File: config.mk
export PLATFORM = sky130hd
export DESIGN_NAME = ewg_queue
export DESIGN_NICKNAME = d
export VERILOG_FILES = /design/src/ewg_pkg.sv /design/src/ewg_queue.sv
export SDC_FILE = /design/constraint.sdc
export NUM_CORES = 1
export LEC_CHECK = 0
export ABC_AREA = 1
export BUFFER_PORTS_ARGS = -buffer_cell sky130_fd_sc_hd__buf_2
export CAP_MARGIN = 40
export CORE_MARGIN = 1
export CORE_UTILIZATION = 47
export CTS_CLUSTER_DIAMETER = 120
export CTS_CLUSTER_SIZE = 10
export DETAILED_ROUTE_END_ITERATION = 16
export PLACE_DENSITY = 0.86
export SYNTH_ARGS = -nofsm -noshare
export SYNTH_HDL_FRONTEND = slang
export SYNTH_SLANG_ARGS = --single-unit
File: constraint.sdc
create_clock -name aclk -period 2.9 [get_ports aclk]
set_input_delay 0.58 -clock aclk [delete_from_list [all_inputs] [get_ports aclk]]
set_output_delay 0.58 -clock aclk [all_outputs]
set_load 0.05 [all_outputs]
File: src/ewg_pkg.sv
// ----------------------------------------------------------------------------
// ewg_pkg
// Types, constants and table functions of the edge weight generator.
// ----------------------------------------------------------------------------
package ewg_pkg;

    localparam int MAX_WIDTH_DEF = 2048;
    localparam int QUEUE_DEPTH   = 2;
    localparam int CFG_IDX_W     = 2;

    typedef enum logic [CFG_IDX_W-1:0] {
        CFG_IMAGE_WIDTH = 2'd0,
        CFG_BETA        = 2'd1,
        CFG_GAMMA       = 2'd2
    } cfg_index_t;

    localparam logic [11:0] WIDTH_RST = 12'd640;
    localparam logic [31:0] BETA_RST  = 32'd0;
    localparam logic [23:0] GAMMA_RST = 24'd12800;

    // log2(e) in Q32
    localparam logic [32:0] LOG2E_Q32 = 33'd6196328019;

    typedef struct packed {
        logic [7:0] pixel_value;
        logic       frame_start;
    } ewg_in_t;

    typedef struct packed {
        logic [23:0] left_weight;
        logic [23:0] upleft_weight;
        logic [23:0] up_weight;
        logic [23:0] upright_weight;
    } ewg_out_t;

    typedef struct packed {
        logic [11:0] image_width;
        logic [31:0] beta_q24;
        logic [23:0] gamma_q8;
    } ewg_cfg_t;

    typedef enum logic [1:0] {
        EDGE_LEFT    = 2'd0,
        EDGE_UPLEFT  = 2'd1,
        EDGE_UP      = 2'd2,
        EDGE_UPRIGHT = 2'd3
    } edge_t;

    // One classified pixel with its neighbors; en bit per edge_t code
    typedef struct packed {
        logic [7:0] pixel;
        logic [7:0] prev;
        logic [7:0] upleft;
        logic [7:0] up;
        logic [7:0] upright;
        logic [3:0] en;
    } ewg_job_t;

    typedef enum logic [1:0] {
        F_IDLE,
        F_RD_UP,
        F_RD_UR,
        F_PUSH
    } front_state_t;

    typedef enum logic [2:0] {
        B_IDLE,
        B_DIFF,
        B_SQUARE,
        B_EXPO,
        B_RANGE,
        B_ITER,
        B_SCALE,
        B_OUT
    } back_state_t;

    typedef logic [32:0][31:0] roots_t;

    function automatic logic [63:0] isqrt_round(input logic [63:0] v);
        logic [63:0] rem;
        logic [63:0] res;
        logic [63:0] bitv;
        rem  = v;
        res  = '0;
        bitv = 64'd1 << 62;
        for (int i = 0; i < 32; i++) begin
            if (bitv > rem) begin
                bitv = bitv >> 2;
            end
        end
        for (int i = 0; i < 32; i++) begin
            if (bitv != 64'd0) begin
                if (rem >= res + bitv) begin
                    rem = rem - (res + bitv);
                    res = (res >> 1) + bitv;
                end else begin
                    res = res >> 1;
                end
                bitv = bitv >> 2;
            end
        end
        if (rem > res) begin
            res = res + 64'd1;
        end
        return res;
    endfunction

    // Entry j is 2^(-2^-j) in Q31
    function automatic roots_t build_roots();
        roots_t      r;
        logic [63:0] s;
        r    = '0;
        r[0] = 32'd1 << 30;
        for (int j = 1; j <= 32; j++) begin
            s    = isqrt_round({1'b0, r[j-1], 31'b0});
            r[j] = s[31:0];
        end
        return r;
    endfunction

    localparam roots_t ROOT_TAB = build_roots();

endpackage

File: src/ewg_queue.sv
// ----------------------------------------------------------------------------
// ewg_queue
// Short FIFO of classified jobs between the front and the back.
// ----------------------------------------------------------------------------
module ewg_queue #(
    parameter int DEPTH = ewg_pkg::QUEUE_DEPTH
) (
    input  logic              aclk,
    input  logic              aresetn,
    input  logic              push,
    input  ewg_pkg::ewg_job_t push_job,
    output logic              space,
    input  logic              pop,
    output ewg_pkg::ewg_job_t pop_job,
    output logic              avail
);

    import ewg_pkg::*;

    localparam int PW = (DEPTH > 1) ? $clog2(DEPTH) : 1;
    localparam int NW = $clog2(DEPTH + 1);

    ewg_job_t      slot_reg [DEPTH];
    logic [PW-1:0] wr_ptr_reg, wr_ptr_next;
    logic [PW-1:0] rd_ptr_reg, rd_ptr_next;
    logic [NW-1:0] count_reg, count_next;

    assign space   = count_reg < NW'(DEPTH);
    assign avail   = count_reg != '0;
    assign pop_job = slot_reg[rd_ptr_reg];

    always_comb begin
        wr_ptr_next = wr_ptr_reg;
        rd_ptr_next = rd_ptr_reg;
        count_next  = count_reg;
        if (push) begin
            wr_ptr_next = (wr_ptr_reg == PW'(DEPTH - 1)) ? '0 : wr_ptr_reg + PW'(1);
        end
        if (pop) begin
            rd_ptr_next = (rd_ptr_reg == PW'(DEPTH - 1)) ? '0 : rd_ptr_reg + PW'(1);
        end
        if (push && !pop) begin
            count_next = count_reg + NW'(1);
        end else if (pop && !push) begin
            count_next = count_reg - NW'(1);
        end
    end

    always_ff @(posedge aclk) begin
        if (!aresetn) begin
            wr_ptr_reg <= '0;
            rd_ptr_reg <= '0;
            count_reg  <= '0;
        end else begin
            wr_ptr_reg <= wr_ptr_next;
            rd_ptr_reg <= rd_ptr_next;
            count_reg  <= count_next;
        end
    end

    always_ff @(posedge aclk) begin
        if (push) begin
            slot_reg[wr_ptr_reg] <= push_job;
        end
    end

endmodule

-- Yosys cells after proc, flatten, opt, wreduce, memory -nomap -nowiden
Memories as Yosys holds them, arrays and structs flattened. A register that Yosys moved wholly into a read port is not among the register bits.
Cells that the tools add are included.
- flip-flop bits (word level): 4
- input port bits: 48
- memories kept: 1
- bits in writable memories: 88
- memory list (name ; depth ; width ; rd ports ; clocked after Yosys merged registers in ; wr ports ; line ; source):
    slot_reg ; 2 ; 44 ; 1 ; 1 ; 1 ; ewg_queue.sv:23 ; ewg_job_t slot_reg [DEPTH];
- reductions and logical operators: 6
- multiplexer cells: 8
- add/sub/neg operators: 4
- $lt $le $gt $ge: 1
- operators with widths (operator ; number):
    two-way mux 1 bit ; 6
    two-way mux 2 bit ; 2
    nonzero test 2 bit ; 2
    adder 1 bit, second input constant ; 2
    adder 2 x 1 -> 2 bit, second input constant ; 1
    logical AND 1 bit ; 2
    logical NOT 1 bit ; 2
    less-than comparator 2 bit, second input constant ; 1
    subtractor 2 x 1 -> 2 bit, second input constant ; 1

-- Longest topological paths before layout
Gate-level depths: netlist (run 1).
- word-level depth: 4
- depth in mapped cells: 8

-- Worst setup path before layout (run 1)
OpenSTA, ideal clock, no wires.
- kind: input port to flip-flop
- start point: in push
- end point: mem slot_reg[0][0] (netlist bit) (enable)
- arrival: 2470 ps
- cell stages on the path: 2
- path buffers: 0
- slack: -16 ps
- library setup time: 447 ps
- required time: 2453 ps
- cells stage by stage: inv_1 nor2_1
- word-level cells in the longest chain between the ends: 2
- ends and longest elaborated chain (what ; line ; source):
    start: declaration ; ewg_queue.sv:10 ; input logic push,
    two-way mux 1 bit ; ewg_queue.sv:62 ; if (push) begin
    two-way mux 1 bit (implied by the code) ; ewg_queue.sv:63 ; slot_reg[wr_ptr_reg] <= push_job;
    end: declaration ; ewg_queue.sv:23 ;
No other way between the ends.

==> flow_summary.toml, run 1 <==
[timing]
finClkSkew_ns = 0.0128
finalHoldViolCount = 0
maxSlewHeadroom = 0.585
tightest_slew_ns = 0.621
rsz0062_at_grt = "false"
clock.fmax_mhz = 447
period_needed_ns = 2.24
slew_viol_final = 0
min_period_over_period = 0.771
finalSetupViolCount = 0
final.setup.tns_ns = 0

[yosys]
ys_seq_area_frac = 0.761
yosysMostFrequentCell = "edfxtp_1"
synth.area.top_cells = "edfxtp_1 (73%), mux2_4 (17%), dfxtp_1 (2.8%), buf_12 (2.2%), mux2_2 (1.3%)"
yosys.area.top_type_share = 0.733
synth_edf_count = 88
synth_commonest_cells = "edfxtp_1 (88), mux2_4 (40), nand2_1 (9)"
synth_top_area_cell = "edfxtp_1"
synth_cells = 171
synth_top_flop_cell = "edfxtp_1"
ys_warn_count = 0
avgSynthCellArea_sq_um = 21.1
synth-seq-cells = 93
syn_nets = 220
synth_cell_types = 14
synth_area_sq_mm = 0.00360
ys_async_sr_fraction = 0

[finish]
largest_reg_flops = 88
final_net_count = 324
fin_area_sq_mm = 0.00437
utilization = 0.596
final-instance-count-excl-fill = 379
register_area_sq_mm = 0.00274
fillCellCount = 560
syn_to_final_growth_pct = 21.2
diodes = 0
multi_input_area_sq_um = 747
drive_above_1_share = 0.561

[global_routing]
grt_overflow = 0
grt_antenna_before_repair = 0
grt_pass1_wl_um = 8110
grt_pass1_vias = 1750
grt_max_degree = 29
grt_usage = 0.146

[die]
core_area_sq_mm = 0.00733
floorplan.initialDensity = 0.492
die_y_um = 89.6
ios = 94
rows = 31
dieArea_sq_mm = 0.00802
die_width_um = 89.6

[route]
wl_per_cell_um = 14.5
vias = 1779
wl_um = 5480
antenna_left = 0
drtIter0Drc = 48
vias_per_cell = 4.69
drc = 0
first_pass_iters = 4

[clocking]
post_cts_resize_count = 0
hold_buffers = 0
numCtsBuffers = 9
cts_buffer_depth = 2
clkLatencyLatePin_ns = 0.35
post_cts_buffers = 0
cts-root-buf = "clkbuf_8"
cts_tree = "built"
htreeDepth = 3
cts.sinks = 93
clk_pin_slew_worst_paths_ns = 0.09

[setup_path]
critPathSlowestCell = "buf_4"
path_cells = "buf_4, mux2_2, buf_2"
cp-start-kind = "flop"
crit_fanout = 24
r2r_setup_slack_ns = 1.35
cpPeakStageDelay_ns = 0.38
cp_top_family = "buffers and inverters"
critPathBufInv = 2
worstRegToRegCells = 3
cp.arrival_ns = 1.66
path_class = "flop to output pin"
required_ns = 2.32
endpoint_kind = "output pin"
crit_cells = 3

[placement]
dp_hpwl_um = 3790
dp.cells = 363
place_area_sq_mm = 0.00416
place_congestion = 0.647
port_buffers = 93

[power]
ir_drop_mv = 0.333
powerDensity_mw_per_mm2 = 675
leakage_uw = 0.00177
totalPowerFinal_uw = 2950

[run]
drv_cap = 0

[run_status]
status = "completed"

[worst_hold_path]
hold_path_depth = 1
hp-class = "input pin to flop"
## routing by layer
metal / global-route usage / vias to the layer above / wire [um] / part of all wire
li1: - / 860 / - / -
met1: 0.175 / 848 / 2340 / 0.43
met2: 0.237 / 62 / 2790 / 0.51
met3: 0.0406 / 9 / 266 / 0.049
met4: 0.0823 / 0 / 88 / 0.016
met5: 0 / - / 0 / 0
## report_power, final
part           internal [uW]  switching, uW  total, uW
logic                    161            333        494
clock network            481            406        887
registers               1550           19.0       1570
## final timing paths
path / startpoint / endpoint
max: flop / pop_job[17]
min: push_job[34] / slot_reg[0][34]
max reg2reg: wr_ptr_reg / slot_reg[1][43]
min reg2reg: rd_ptr_reg / flop
## kinds of logic (layout without fill, tap and decap cells)
logic type      Yosys count  after routing  share of synthesized area
simple gates             18             18                     0.0198
flops                    93             93                      0.761
buf+inv                  13            122                     0.0337
mux                      44             44                      0.179
compound gates            2              2                    0.00278
fa+ha+maj                 1              1                    0.00347
## layout by cell type, fill, tap and decap left out, drive strengths merged, types with 2 or more instances in the layout
cell type / n
buf: 98
edfxtp: 88
mux2: 44
clkbuf: 11
nand2: 9
inv: 8
nor2: 7
dfxtp: 5
clkinv: 2
bufinv: 2
## cell type report
cell class              instances  area share
inverters                       8     0.00688
flip-flops and latches         93       0.628
multi-input cells              65       0.171
clock buffers                  11      0.0301
well taps                      99      0.0284
clock inverters                 5      0.0172
repair buffers                 98       0.118
## per-stage QoR
stage                     hold slack (ns)  setup WS, ns
after floorplan                     0.463         0.740
after global placement              0.474          1.03
after detailed placement            0.490         0.997
after CTS                           0.391         0.619
after global routing                0.389         0.569
final                               0.417         0.663
Power figures use the tool's default switching activity.
==> run 2, diff against run 1 <==
==> constraint.sdc (replaced) <==
create_clock -name aclk -period 2 [get_ports aclk]
set_input_delay 0.4 -clock aclk [delete_from_list [all_inputs] [get_ports aclk]]
set_output_delay 0.4 -clock aclk [all_outputs]
set_load 0.05 [all_outputs]
==> flow_summary.toml, run 2 (synthesis results as in run 1) <==
[run_status]
status = "completed"

[timing]
tightest_slew_ns = 0.346
finalHoldViolCount = 0
rsz0062_at_grt = "false"
setup_ws_ns = 0.0869
maxSlewHeadroom = 0.769
finClkSkew_ns = 0.00904
slew_viol_final = 0
min_period_over_period = 0.957
clock.fmax_mhz = 523
period_needed_ns = 1.91
finalSetupViolCount = 0

[finish]
final_net_count = 325
drive_above_1_share = 0.569
syn_to_final_growth_pct = 22.4
largest_reg_flops = 88
final-instance-count-excl-fill = 380
final_common_cell = "buf_2"
fin_area_sq_mm = 0.00441
layout_common_cells = "buf_2 (89), edfxtp_1 (88), mux2_4 (40), nand2_1 (9), clkbuf_8 (9)"
diodes = 0
fillCellCount = 572

[die]
die_y_um = 89.6
rows = 31
dieArea_sq_mm = 0.00802
core_area_sq_mm = 0.00733
floorplan.initialDensity = 0.492
ios = 94
die_width_um = 89.6

[clocking]
clk_pin_slew_worst_paths_ns = 0.09
htreeDepth = 3
cts_buffer_depth = 2
cts.sinks = 93
cts_tree = "built"
cts-root-buf = "clkbuf_8"
post_cts_buffers = 0
numCtsBuffers = 9
hold_buffers = 0
clkLatencyLatePin_ns = 0.34

[route]
wl_um = 5710
antenna_left = 0
first_pass_iters = 4
vias_per_cell = 4.69
drtIter0Drc = 64
vias = 1783
wl_per_cell_um = 15.0
drc = 0

[placement]
place_worst_setup_slack_ns = 0.365
place_area_sq_mm = 0.00416
dp_hpwl_um = 3620
dp.cells = 363
port_buffers = 93
place_congestion = 0.654

[setup_path]
path_class = "flop to output pin"
required_ns = 1.60
cp-start-kind = "flop"
cp.arrival_ns = 1.51
endpoint_kind = "output pin"
crit_fanout = 22

[power]
powerDensity_mw_per_mm2 = 977
leakage_uw = 0.00178
ir_drop_mv = 0.489

[global_routing]
grtUsageMet3 = 0.0406
met1_usage = 0.155
grt_usage = 0.144
grt_overflow = 0
grt_antenna_before_repair = 0
grt_max_degree = 45
grt_pass1_wl_um = 8040
grt_pass1_vias = 1762
grtUsageMet2 = 0.257
busiest_layer = "met2"

[run]
drv_cap = 0

[worst_hold_path]
hp-class = "input pin to flop"
run 2: cell count changes in the layout (fill, tap and decap cells not counted), sizes merged:
cell      before  now
clkbuf        11   10
clkinvlp       1    3
run 2: what timing repair did:
action / 4_1_cts / 5_1_grt
endpoints found under the setup margin: 4 / 41
gates cloned: 0 / 1
pin swaps: 0 / 0
resized for setup: 4 / 0
hold endpoints to repair: 0 / 0
run 2: metal layers:
| metal | vias up | routed length [um] |
|---|---|---|
| met5 | - | 0 |
| met4 | 0 | 64 |
| met3 | 6 | 233 |
| met2 | 52 | 3050 |
| met1 | 865 | 2360 |
| li1 | 860 | - |
run 2: worst max-delay path, stage by stage (launching register included):
cell,delay [ns]
dfxtp_2,0.38
clkbuf_16,0.25
mux2_4,0.31
buf_2,0.21
run 2: metrics by stage:
step            util  TNS [ns]  total power, uW  hold WS [ns]
2_1_floorplan      -         0             2890         0.463
3_3_place_gp   0.568         0             3020         0.476
5_1_grt        0.601         0             4470         0.209
3_5_place_dp   0.568         0             3040         0.487
4_1_cts        0.598  -0.00635             4350         0.218
6_report       0.601         0             4310         0.238
run 2: cell type report:
type / instances / area (sq um) / area share
Timing Repair Buffer: 99 / 551 / 0.125
Tap cell: 99 / 124 / 0.0281
Multi-Input combinational cell: 65 / 747 / 0.169
Sequential cell: 93 / 2740 / 0.622
Clock inverter: 7 / 90.1 / 0.0204
Inverter: 8 / 30.0 / 0.00681
Clock buffer: 9 / 124 / 0.0281
run 2: worst paths after layout:
kind,from,slack [ns],depth (start not counted),endpoint
worst min register to register,rd_ptr_reg,0.50,2,flop
worst max-delay path,flop,0.09,3,pop_job[36]
worst max register to register,wr_ptr_reg,0.76,3,slot_reg[1][37]
worst min-delay path,push_job[31],0.24,1,slot_reg[0][31]
run 2: power by group:
group	internal, uW	leakage, uW	switching (uW)
registers	2250	0.000868	29.5
clock network	695	0.0000966	607
logic	245	0.000818	486
