$ cat config.mk
export PLATFORM = sky130hd
export DESIGN_NAME = ewg_front
export DESIGN_NICKNAME = d
export VERILOG_FILES = /design/src/ewg_pkg.sv /design/src/ewg_front.sv
export SDC_FILE = /design/constraint.sdc
export NUM_CORES = 1
export LEC_CHECK = 0
export ABC_AREA = 1
export BUFFER_PORTS_ARGS = -buffer_cell sky130_fd_sc_hd__buf_2
export CAP_MARGIN = 5
export CORE_MARGIN = 2
export CORE_UTILIZATION = 30
export DETAILED_ROUTE_END_ITERATION = 7
export PLACE_DENSITY = 0.6
export REMOVE_ABC_BUFFERS = 1
export SYNTH_ARGS = -nofsm -noshare
export SYNTH_HDL_FRONTEND = slang
export SYNTH_SLANG_ARGS = --single-unit
$ cat constraint.sdc
create_clock -name aclk -period 5.7 [get_ports aclk]
set_clock_uncertainty 0.05 [all_clocks]
set_input_delay 1.14 -clock aclk [delete_from_list [all_inputs] [get_ports aclk]]
set_output_delay 1.14 -clock aclk [all_outputs]
set_load 0.1 [all_outputs]
$ cat src/ewg_pkg.sv
// ----------------------------------------------------------------------------
// ewg_pkg
// Types, constants and table functions of the edge weight generator.
// ----------------------------------------------------------------------------
package ewg_pkg;

    localparam int MAX_WIDTH_DEF = 2048;
    localparam int QUEUE_DEPTH   = 2;
    localparam int CFG_IDX_W     = 2;

    typedef enum logic [CFG_IDX_W-1:0] {
        CFG_IMAGE_WIDTH = 2'd0,
        CFG_BETA        = 2'd1,
        CFG_GAMMA       = 2'd2
    } cfg_index_t;

    localparam logic [11:0] WIDTH_RST = 12'd640;
    localparam logic [31:0] BETA_RST  = 32'd0;
    localparam logic [23:0] GAMMA_RST = 24'd12800;

    // log2(e) in Q32
    localparam logic [32:0] LOG2E_Q32 = 33'd6196328019;

    typedef struct packed {
        logic [7:0] pixel_value;
        logic       frame_start;
    } ewg_in_t;

    typedef struct packed {
        logic [23:0] left_weight;
        logic [23:0] upleft_weight;
        logic [23:0] up_weight;
        logic [23:0] upright_weight;
    } ewg_out_t;

    typedef struct packed {
        logic [11:0] image_width;
        logic [31:0] beta_q24;
        logic [23:0] gamma_q8;
    } ewg_cfg_t;

    typedef enum logic [1:0] {
        EDGE_LEFT    = 2'd0,
        EDGE_UPLEFT  = 2'd1,
        EDGE_UP      = 2'd2,
        EDGE_UPRIGHT = 2'd3
    } edge_t;

    // One classified pixel with its neighbors; en bit per edge_t code
    typedef struct packed {
        logic [7:0] pixel;
        logic [7:0] prev;
        logic [7:0] upleft;
        logic [7:0] up;
        logic [7:0] upright;
        logic [3:0] en;
    } ewg_job_t;

    typedef enum logic [1:0] {
        F_IDLE,
        F_RD_UP,
        F_RD_UR,
        F_PUSH
    } front_state_t;

    typedef enum logic [2:0] {
        B_IDLE,
        B_DIFF,
        B_SQUARE,
        B_EXPO,
        B_RANGE,
        B_ITER,
        B_SCALE,
        B_OUT
    } back_state_t;

    typedef logic [32:0][31:0] roots_t;

    function automatic logic [63:0] isqrt_round(input logic [63:0] v);
        logic [63:0] rem;
        logic [63:0] res;
        logic [63:0] bitv;
        rem  = v;
        res  = '0;
        bitv = 64'd1 << 62;
        for (int i = 0; i < 32; i++) begin
            if (bitv > rem) begin
                bitv = bitv >> 2;
            end
        end
        for (int i = 0; i < 32; i++) begin
            if (bitv != 64'd0) begin
                if (rem >= res + bitv) begin
                    rem = rem - (res + bitv);
                    res = (res >> 1) + bitv;
                end else begin
                    res = res >> 1;
                end
                bitv = bitv >> 2;
            end
        end
        if (rem > res) begin
            res = res + 64'd1;
        end
        return res;
    endfunction

    // Entry j is 2^(-2^-j) in Q31
    function automatic roots_t build_roots();
        roots_t      r;
        logic [63:0] s;
        r    = '0;
        r[0] = 32'd1 << 30;
        for (int j = 1; j <= 32; j++) begin
            s    = isqrt_round({1'b0, r[j-1], 31'b0});
            r[j] = s[31:0];
        end
        return r;
    endfunction

    localparam roots_t ROOT_TAB = build_roots();

endpackage

$ cat src/ewg_front.sv
// ----------------------------------------------------------------------------
// ewg_front
// Accepts pixels, tracks row and column, fetches the row above and
// hands a classified job to the queue.
// ----------------------------------------------------------------------------
module ewg_front #(
    parameter int MAX_WIDTH = ewg_pkg::MAX_WIDTH_DEF
) (
    input  logic                         aclk,
    input  logic                         aresetn,
    input  logic                         s_valid,
    output logic                         s_ready,
    input  ewg_pkg::ewg_in_t             s_data,
    input  ewg_pkg::ewg_cfg_t            cfg,
    input  logic                         q_space,
    output logic                         push,
    output ewg_pkg::ewg_job_t            push_job,
    output logic                         wr_en,
    output logic [$clog2(MAX_WIDTH)-1:0] wr_addr,
    output logic [7:0]                   wr_data,
    output logic [$clog2(MAX_WIDTH)-1:0] rd_addr,
    input  logic [7:0]                   rd_data
);

    import ewg_pkg::*;

    localparam int AW = $clog2(MAX_WIDTH);
    localparam int CW = $clog2(MAX_WIDTH + 1);

    front_state_t  state_reg, state_next;
    logic [CW-1:0] col_cnt_reg, col_cnt_next;
    logic          first_row_reg, first_row_next;
    logic [CW-1:0] item_col_reg, item_col_next;
    logic          item_first_reg, item_first_next;
    logic          item_last_reg, item_last_next;
    logic [7:0]    pix_reg, pix_next;
    logic [7:0]    prev_reg, prev_next;
    logic [7:0]    upleft_reg, upleft_next;
    logic [7:0]    up_reg, up_next;

    logic [CW-1:0] w_eff;
    logic [CW-1:0] col;
    logic          first;
    logic [CW-1:0] col_p1;
    logic [CW-1:0] item_col_p1;
    logic          last;
    logic          accept;

    always_comb begin
        if (cfg.image_width == 12'd0) begin
            w_eff = CW'(1);
        end else if (32'(cfg.image_width) > 32'(MAX_WIDTH)) begin
            w_eff = CW'(MAX_WIDTH);
        end else begin
            w_eff = CW'(cfg.image_width);
        end
    end

    assign s_ready     = (state_reg == F_IDLE) && q_space;
    assign accept      = s_valid && s_ready;
    assign item_col_p1 = item_col_reg + CW'(1);

    always_comb begin
        priority if (s_data.frame_start) begin
            col   = '0;
            first = 1'b1;
        end else if (col_cnt_reg >= w_eff) begin
            col   = '0;
            first = 1'b0;
        end else begin
            col   = col_cnt_reg;
            first = first_row_reg;
        end
        col_p1 = col + CW'(1);
        last   = col_p1 >= w_eff;
    end

    always_comb begin
        state_next      = state_reg;
        col_cnt_next    = col_cnt_reg;
        first_row_next  = first_row_reg;
        item_col_next   = item_col_reg;
        item_first_next = item_first_reg;
        item_last_next  = item_last_reg;
        pix_next        = pix_reg;
        prev_next       = prev_reg;
        upleft_next     = upleft_reg;
        up_next         = up_reg;
        push            = 1'b0;
        wr_en           = 1'b0;
        rd_addr         = item_col_reg[AW-1:0];
        push_job        = '0;

        unique case (state_reg)
            F_IDLE: begin
                if (accept) begin
                    item_col_next   = col;
                    item_first_next = first;
                    item_last_next  = last;
                    pix_next        = s_data.pixel_value;
                    col_cnt_next    = last ? '0 : col_p1;
                    first_row_next  = last ? 1'b0 : first;
                    state_next      = F_RD_UP;
                end
            end
            F_RD_UP: begin
                state_next = F_RD_UR;
            end
            F_RD_UR: begin
                up_next    = rd_data;
                rd_addr    = item_col_p1[AW-1:0];
                state_next = F_PUSH;
            end
            F_PUSH: begin
                push             = 1'b1;
                push_job.pixel   = pix_reg;
                push_job.prev    = prev_reg;
                push_job.upleft  = upleft_reg;
                push_job.up      = up_reg;
                push_job.upright = rd_data;
                push_job.en[EDGE_LEFT]    = item_col_reg != '0;
                push_job.en[EDGE_UPLEFT]  = !item_first_reg && (item_col_reg != '0);
                push_job.en[EDGE_UP]      = !item_first_reg;
                push_job.en[EDGE_UPRIGHT] = !item_first_reg && !item_last_reg;
                wr_en       = 1'b1;
                prev_next   = pix_reg;
                upleft_next = item_first_reg ? 8'd0 : up_reg;
                state_next  = F_IDLE;
            end
            default: begin
                state_next = F_IDLE;
            end
        endcase
    end

    assign wr_addr = item_col_reg[AW-1:0];
    assign wr_data = pix_reg;

    always_ff @(posedge aclk) begin
        if (!aresetn) begin
            state_reg     <= F_IDLE;
            col_cnt_reg   <= '0;
            first_row_reg <= 1'b1;
            prev_reg      <= '0;
            upleft_reg    <= '0;
        end else begin
            state_reg     <= state_next;
            col_cnt_reg   <= col_cnt_next;
            first_row_reg <= first_row_next;
            prev_reg      <= prev_next;
            upleft_reg    <= upleft_next;
        end
    end

    always_ff @(posedge aclk) begin
        item_col_reg   <= item_col_next;
        item_first_reg <= item_first_next;
        item_last_reg  <= item_last_next;
        pix_reg        <= pix_next;
        up_reg         <= up_next;
    end

endmodule

# Word level (Yosys, flattened, before mapping)
# Cells that the tools add are included.
[op_classes] order_cmp=3 muxes=14 addsub=2 reduce_logical=10 n_eq_ne=4
[op_table] op="$mux W12" count=5
[op_table] op="$mux W44" count=1
[op_table] op="$ge A12 B12 Y1" count=2
[op_table] op="$add A12 B1 Y12 const B" count=1
[op_table] op="$gt A12 B12 Y1 const B" count=1
[op_table] op="$logic_not A12 Y1" count=1
[op_table] op="$reduce_bool A12 Y1" count=1
[op_table] op="$add A11 B1 Y11 const B" count=1
[op_table] op="$mux W11" count=1
[op_table] op="$mux W8" count=1
[op_table] op="$pmux W2 S4" count=1
[op_table] op="$eq A2 B2 Y1 const B" count=2
[op_table] op="$logic_and A1 B1 Y1" count=4
[op_table] op="$mux W1" count=4
[op_table] op="$eq A2 B1 Y1 const B" count=1
[op_table] op="$logic_not A1 Y1" count=2
[op_table] op="$logic_not A2 Y1" count=1
[op_table] op="$mux W2" count=1
[op_table] op="$ne A2 B2 Y1 const B" count=1
[op_table] op="$reduce_and A2 Y1" count=1
[totals] out_inout_bits=77 reg_bits=61 inputBits=89

# Depth between registers and ports, before layout
[logic_depth] word_depth=9 depth_mapped=29 mapped_depth_nobuf=28

# Worst setup path after synthesis
# No wires, ideal clock.
[synth_path] kind="register to output" startpoint="register state_reg[1]" endpoint="output push_job[3] (netlist name)" n_path_buf=2 required_ns=4.510 stages_incl_launch_ff=6 t_arrival_ns=3.890 path_slack_ns=0.620 cell_sequence="dfxtp_1 > ha_1 > clkbuf_1 > clkinv_1 > clkbuf_1 > nor3_1"
[synth_rtl] item="start, declared" line="ewg_front.sv:30" source="front_state_t state_reg, state_next;"
[synth_rtl] item="start signal, assigned" line="ewg_front.sv:147" source="state_reg <= state_next;"
[synth_rtl] item="end, declared" line="ewg_front.sv:17" source="output ewg_pkg::ewg_job_t push_job,"

# Worst setup path after layout
[layout_path] startpoint="input cfg[62] (netlist name)" endpoint="register col_cnt_reg[3]"
[layout_via] elab_chain_cells=9 word_cells_on_any_way=10 cone_classes="1 x add/sub; 3 x order compare; 5 x mux; 1 x reduce/logical"
[layout_rtl] item="start, declared" line="ewg_front.sv:14" source="input ewg_pkg::ewg_cfg_t cfg,"
[layout_rtl] item="$gt A12 B12 Y1" line="ewg_front.sv:52" source="end else if (32'(cfg.image_width) > 32'(MAX_WIDTH)) begin"
[layout_rtl] item="$mux W12" line="ewg_front.sv:52"
[layout_rtl] item="$mux W12 *" line="ewg_front.sv:50" source="if (cfg.image_width == 12'd0) begin"
[layout_rtl] item="$ge A12 B12 Y1" line="ewg_front.sv:67" source="end else if (col_cnt_reg >= w_eff) begin"
[layout_rtl] item="$mux W12" line="ewg_front.sv:67"
[layout_rtl] item="$mux W12" line="ewg_front.sv:64" source="priority if (s_data.frame_start) begin"
[layout_rtl] item="$add A12 B1 Y12" line="ewg_front.sv:74" source="col_p1 = col + CW'(1);"
[layout_rtl] item="$ge A12 B12 Y1 *" line="ewg_front.sv:75" source="last = col_p1 >= w_eff;"
[layout_rtl] item="via last" line="ewg_front.sv:46" source="logic last;"
[layout_rtl] item="$mux W12 *" line="ewg_front.sv:101" source="col_cnt_next = last ? '0 : col_p1;"
[layout_rtl] item="end signal, assigned" line="ewg_front.sv:148" source="col_cnt_reg <= col_cnt_next;"
[layout_rtl] item="end, declared" line="ewg_front.sv:31" source="logic [CW-1:0] col_cnt_reg, col_cnt_next;"
# The timed path passes the listed nets; every way through them passes the cells marked *.
# A chain may end at the register's enable or synchronous reset.

==> flow_metrics.env <==
export IMPL_status="finished clean"
export IMPL_wl_per_cell_um=12.4
export IMPL_synth_avg_cell_area_um2=7.54
export IMPL_cp_common_cell="nand2_1"
export IMPL_dp_cells=755
export IMPL_critPathRequiredTime_ps=5890
export IMPL_diodes=0
export IMPL_synth_xor_area_share_pct=2.56
export IMPL_synth_top_family_by_area="simple AND/OR/NAND/NOR gates"
export IMPL_synthTopCellsByArea="edfxtp_1 24%, dfxtp_1 16%, nand2_1 14%"
export IMPL_r2r_start="col_cnt_reg[6]$_SDFFE_PN0P_"
export IMPL_fin_ws_ps=670
export IMPL_cts_max_path_buffers=2
export IMPL_synthAdderAreaFrac_pct=9.64
export IMPL_die_area_mm2=0.0135
export IMPL_cts_resized=0
export IMPL_endpoint_kind="register"
export IMPL_max_freq_ghz=0.199
export IMPL_whs_ps=412
export IMPL_hold_start="prev_reg[0]$_SDFFE_PN0P_"
export IMPL_cts_tree="built"
export IMPL_power_uw=1760
export IMPL_yosysSeqAreaShare_pct=40.4
export IMPL_netlist_area_leader_share_pct=23.9
export IMPL_worstSetupPathType="in -> reg"
export IMPL_rows=40
export IMPL_synthCells=499
export IMPL_grt_setup_unrepaired="no"
export IMPL_cp_arrival_ps=5220
export IMPL_critPathLaunch="cfg[62]"
export IMPL_pre_cts_ws_ps=313
export IMPL_root_buffer="clkbuf_16"
export IMPL_hold_viol=0
export IMPL_core_area_mm2=0.0121
export IMPL_nNetsFinal=716
export IMPL_yosys_cell_types_count=36
export IMPL_setup_viol=0
export IMPL_drcViolationCount=0
export IMPL_cp_max_fo=10
export IMPL_multi_input_area_mm2=0.00175
export IMPL_drt_iter0_drc=247
export IMPL_firstDrtPassIters=4
export IMPL_max_stage_delay_ps=310
export IMPL_drive_above_1_share_pct=23.2
export IMPL_vias_per_cell=4.40
export IMPL_clk_pin_slew_ps=50
export IMPL_synthMuxAreaShare_pct=0
export IMPL_place_hpwl_um=7560
export IMPL_clk_latency_ps=320
export IMPL_grt_total_usage_pct=14.4
export IMPL_start_util_pct=31.1
export IMPL_maxCapViolCount=0
export IMPL_relSlewSlack_pct=30.3
export IMPL_numCtsBuffers=9
export IMPL_grt_overflow=0
export IMPL_grt_max_degree=45
export IMPL_die_h_um=116
export IMPL_synth_compound_area_share_pct=6.95
export IMPL_cts_hold_buf=0
export IMPL_via_count=3390
export IMPL_fillers=1264
export IMPL_power_density_mw_per_mm2=376
export IMPL_grt_pass1_vias=3116
export IMPL_worst_path_max_delay_cell="ha_1"
export IMPL_gp_congestion=0.822
export IMPL_post_cts_buffers=0
export IMPL_start_kind="primary input"
export IMPL_h_tree_depth=3
export IMPL_antenna_found_initial=1
export IMPL_io_pins=166
export IMPL_seq_area_mm2=0.00152
export IMPL_area_growth_syn_to_layout_pct=24.6
export IMPL_yosysWarnings=0
export IMPL_hp_class="reg -> reg"
export IMPL_synth_area_mm2=0.00376
export IMPL_port_buffers=109
export IMPL_tightest_slew_ps=1040
export IMPL_fin_crit_sh_pct=88.2
export IMPL_cts_sinks=61
export IMPL_die_x_um=116
export IMPL_yosys_area_top_type="edfxtp_1"
export IMPL_vdd_drop_max_uv=184
export IMPL_p_leak_uw=0.00253
export IMPL_synthSimpleGateAreaFrac_pct=27.3
export IMPL_synth_seq_cells=61
export IMPL_grt_pass1_wl_um=14900
export IMPL_wl_um=9550
export IMPL_fin_cells=771
export IMPL_finalMaxSlewViolations=0
export IMPL_drtAntennaViolNets=0
export IMPL_post_route_min_period_ps=5030
==> worst max-delay path: cells and delay by family <==
family / cells / cell delay [ps]
AO/OA/AOI/OAI: 4 / 760
adder cells (fa/ha/maj): 2 / 550
buffers and inverters: 4 / 470
AND/OR/NAND/NOR: 17 / 2280
==> routing by layer <==
layer | global-route usage (%) | wire (µm)
met1 | 18.0 | 4490
met2 | 24.0 | 4270
met3 | 4.24 | 660
met4 | 4.21 | 104
met5 | 0 | 13
==> cell usage after synthesis <==
| master | count |
|---|---|
| inv_2 | 1 |
| nand2_2 | 3 |
| nor2_2 | 2 |
| a22oi_1 | 1 |
| clkbuf_1 | 10 |
| nand4_1 | 14 |
| nor2_1 | 32 |
| buf_4 | 12 |
| nand3_4 | 1 |
| dfxtp_1 | 31 |
| xnor2_1 | 4 |
| xor2_1 | 7 |
| nor3_1 | 8 |
| ha_1 | 29 |
| nand2_4 | 1 |
| and2_1 | 5 |
| nand4_2 | 1 |
| buf_1 | 1 |
| o21ai_1 | 1 |
| buf_2 | 1 |
| and2_4 | 1 |
| a21oi_1 | 36 |
| a21oi_4 | 1 |
| nand2_1 | 138 |
| o31ai_1 | 1 |
| a211oi_1 | 1 |
| a21oi_2 | 1 |
| o21ai_0 | 4 |
| nor2_4 | 2 |
| inv_4 | 1 |
| clkinv_1 | 1 |
| nor4_1 | 5 |
| nand3_1 | 19 |
| inv_1 | 92 |
| a221oi_1 | 1 |
| edfxtp_1 | 30 |
==> cells in the final DEF (no fill, tap or decap), types with 9 or more instances in the layout <==
cell type  netlist  layout
inv_1           92      92
ha_1            29      29
nor2_1          32      32
clkbuf_16        0       9
nand4_1         14      14
dfxtp_1         31      31
a21oi_1         36      36
nand3_1         19      19
nand2_1        138     138
edfxtp_1        30      30
buf_2            1     109
==> worst paths after layout <==
kind	endpoint	slack [ps]	depth (start not counted)
min	prev_reg[0]$_SDFFE_PN0P_	410	2
max	col_cnt_reg[3]$_SDFFE_PN0P_	670	27
max reg2reg	col_cnt_reg[3]$_SDFFE_PN0P_	1960	22
min reg2reg	prev_reg[0]$_SDFFE_PN0P_	410	2
==> area by class of cell <==
type,instances,area share [%]
Inverter,95,7.66
Clock buffer,15,5.92
Clock inverter,1,0.107
Tap cell,168,4.48
Multi-Input combinational cell,319,37.3
Timing Repair Buffer,112,12.1
Sequential cell,61,32.4
==> power by group <==
part | leakage, µW | internal (µW) | switching (µW)
logic | 0.00186 | 104 | 602
clock network | 0.000140 | 329 | 176
registers | 0.000530 | 522 | 31.0
total | 0.00253 | 955 | 809
==> kinds of logic after synthesis <==
| family | Yosys count |
|---|---|
| buffers and inverters | 119 |
| AND/OR/NAND/NOR | 232 |
| adder cells (fa/ha/maj) | 29 |
| AO/OA/AOI/OAI | 47 |
| flip-flops | 61 |
| XOR/XNOR | 11 |
==> stage by stage <==
step	util [%]	setup TNS (ps)	area [µm²]
global placement	36.4	0	4410
floorplan	-	-2320	3630
finish	38.7	0	4690
global route	38.7	0	4690
detailed placement	36.4	0	4410
CTS	38.7	0	4690
(Power assumes the default switching activity.)
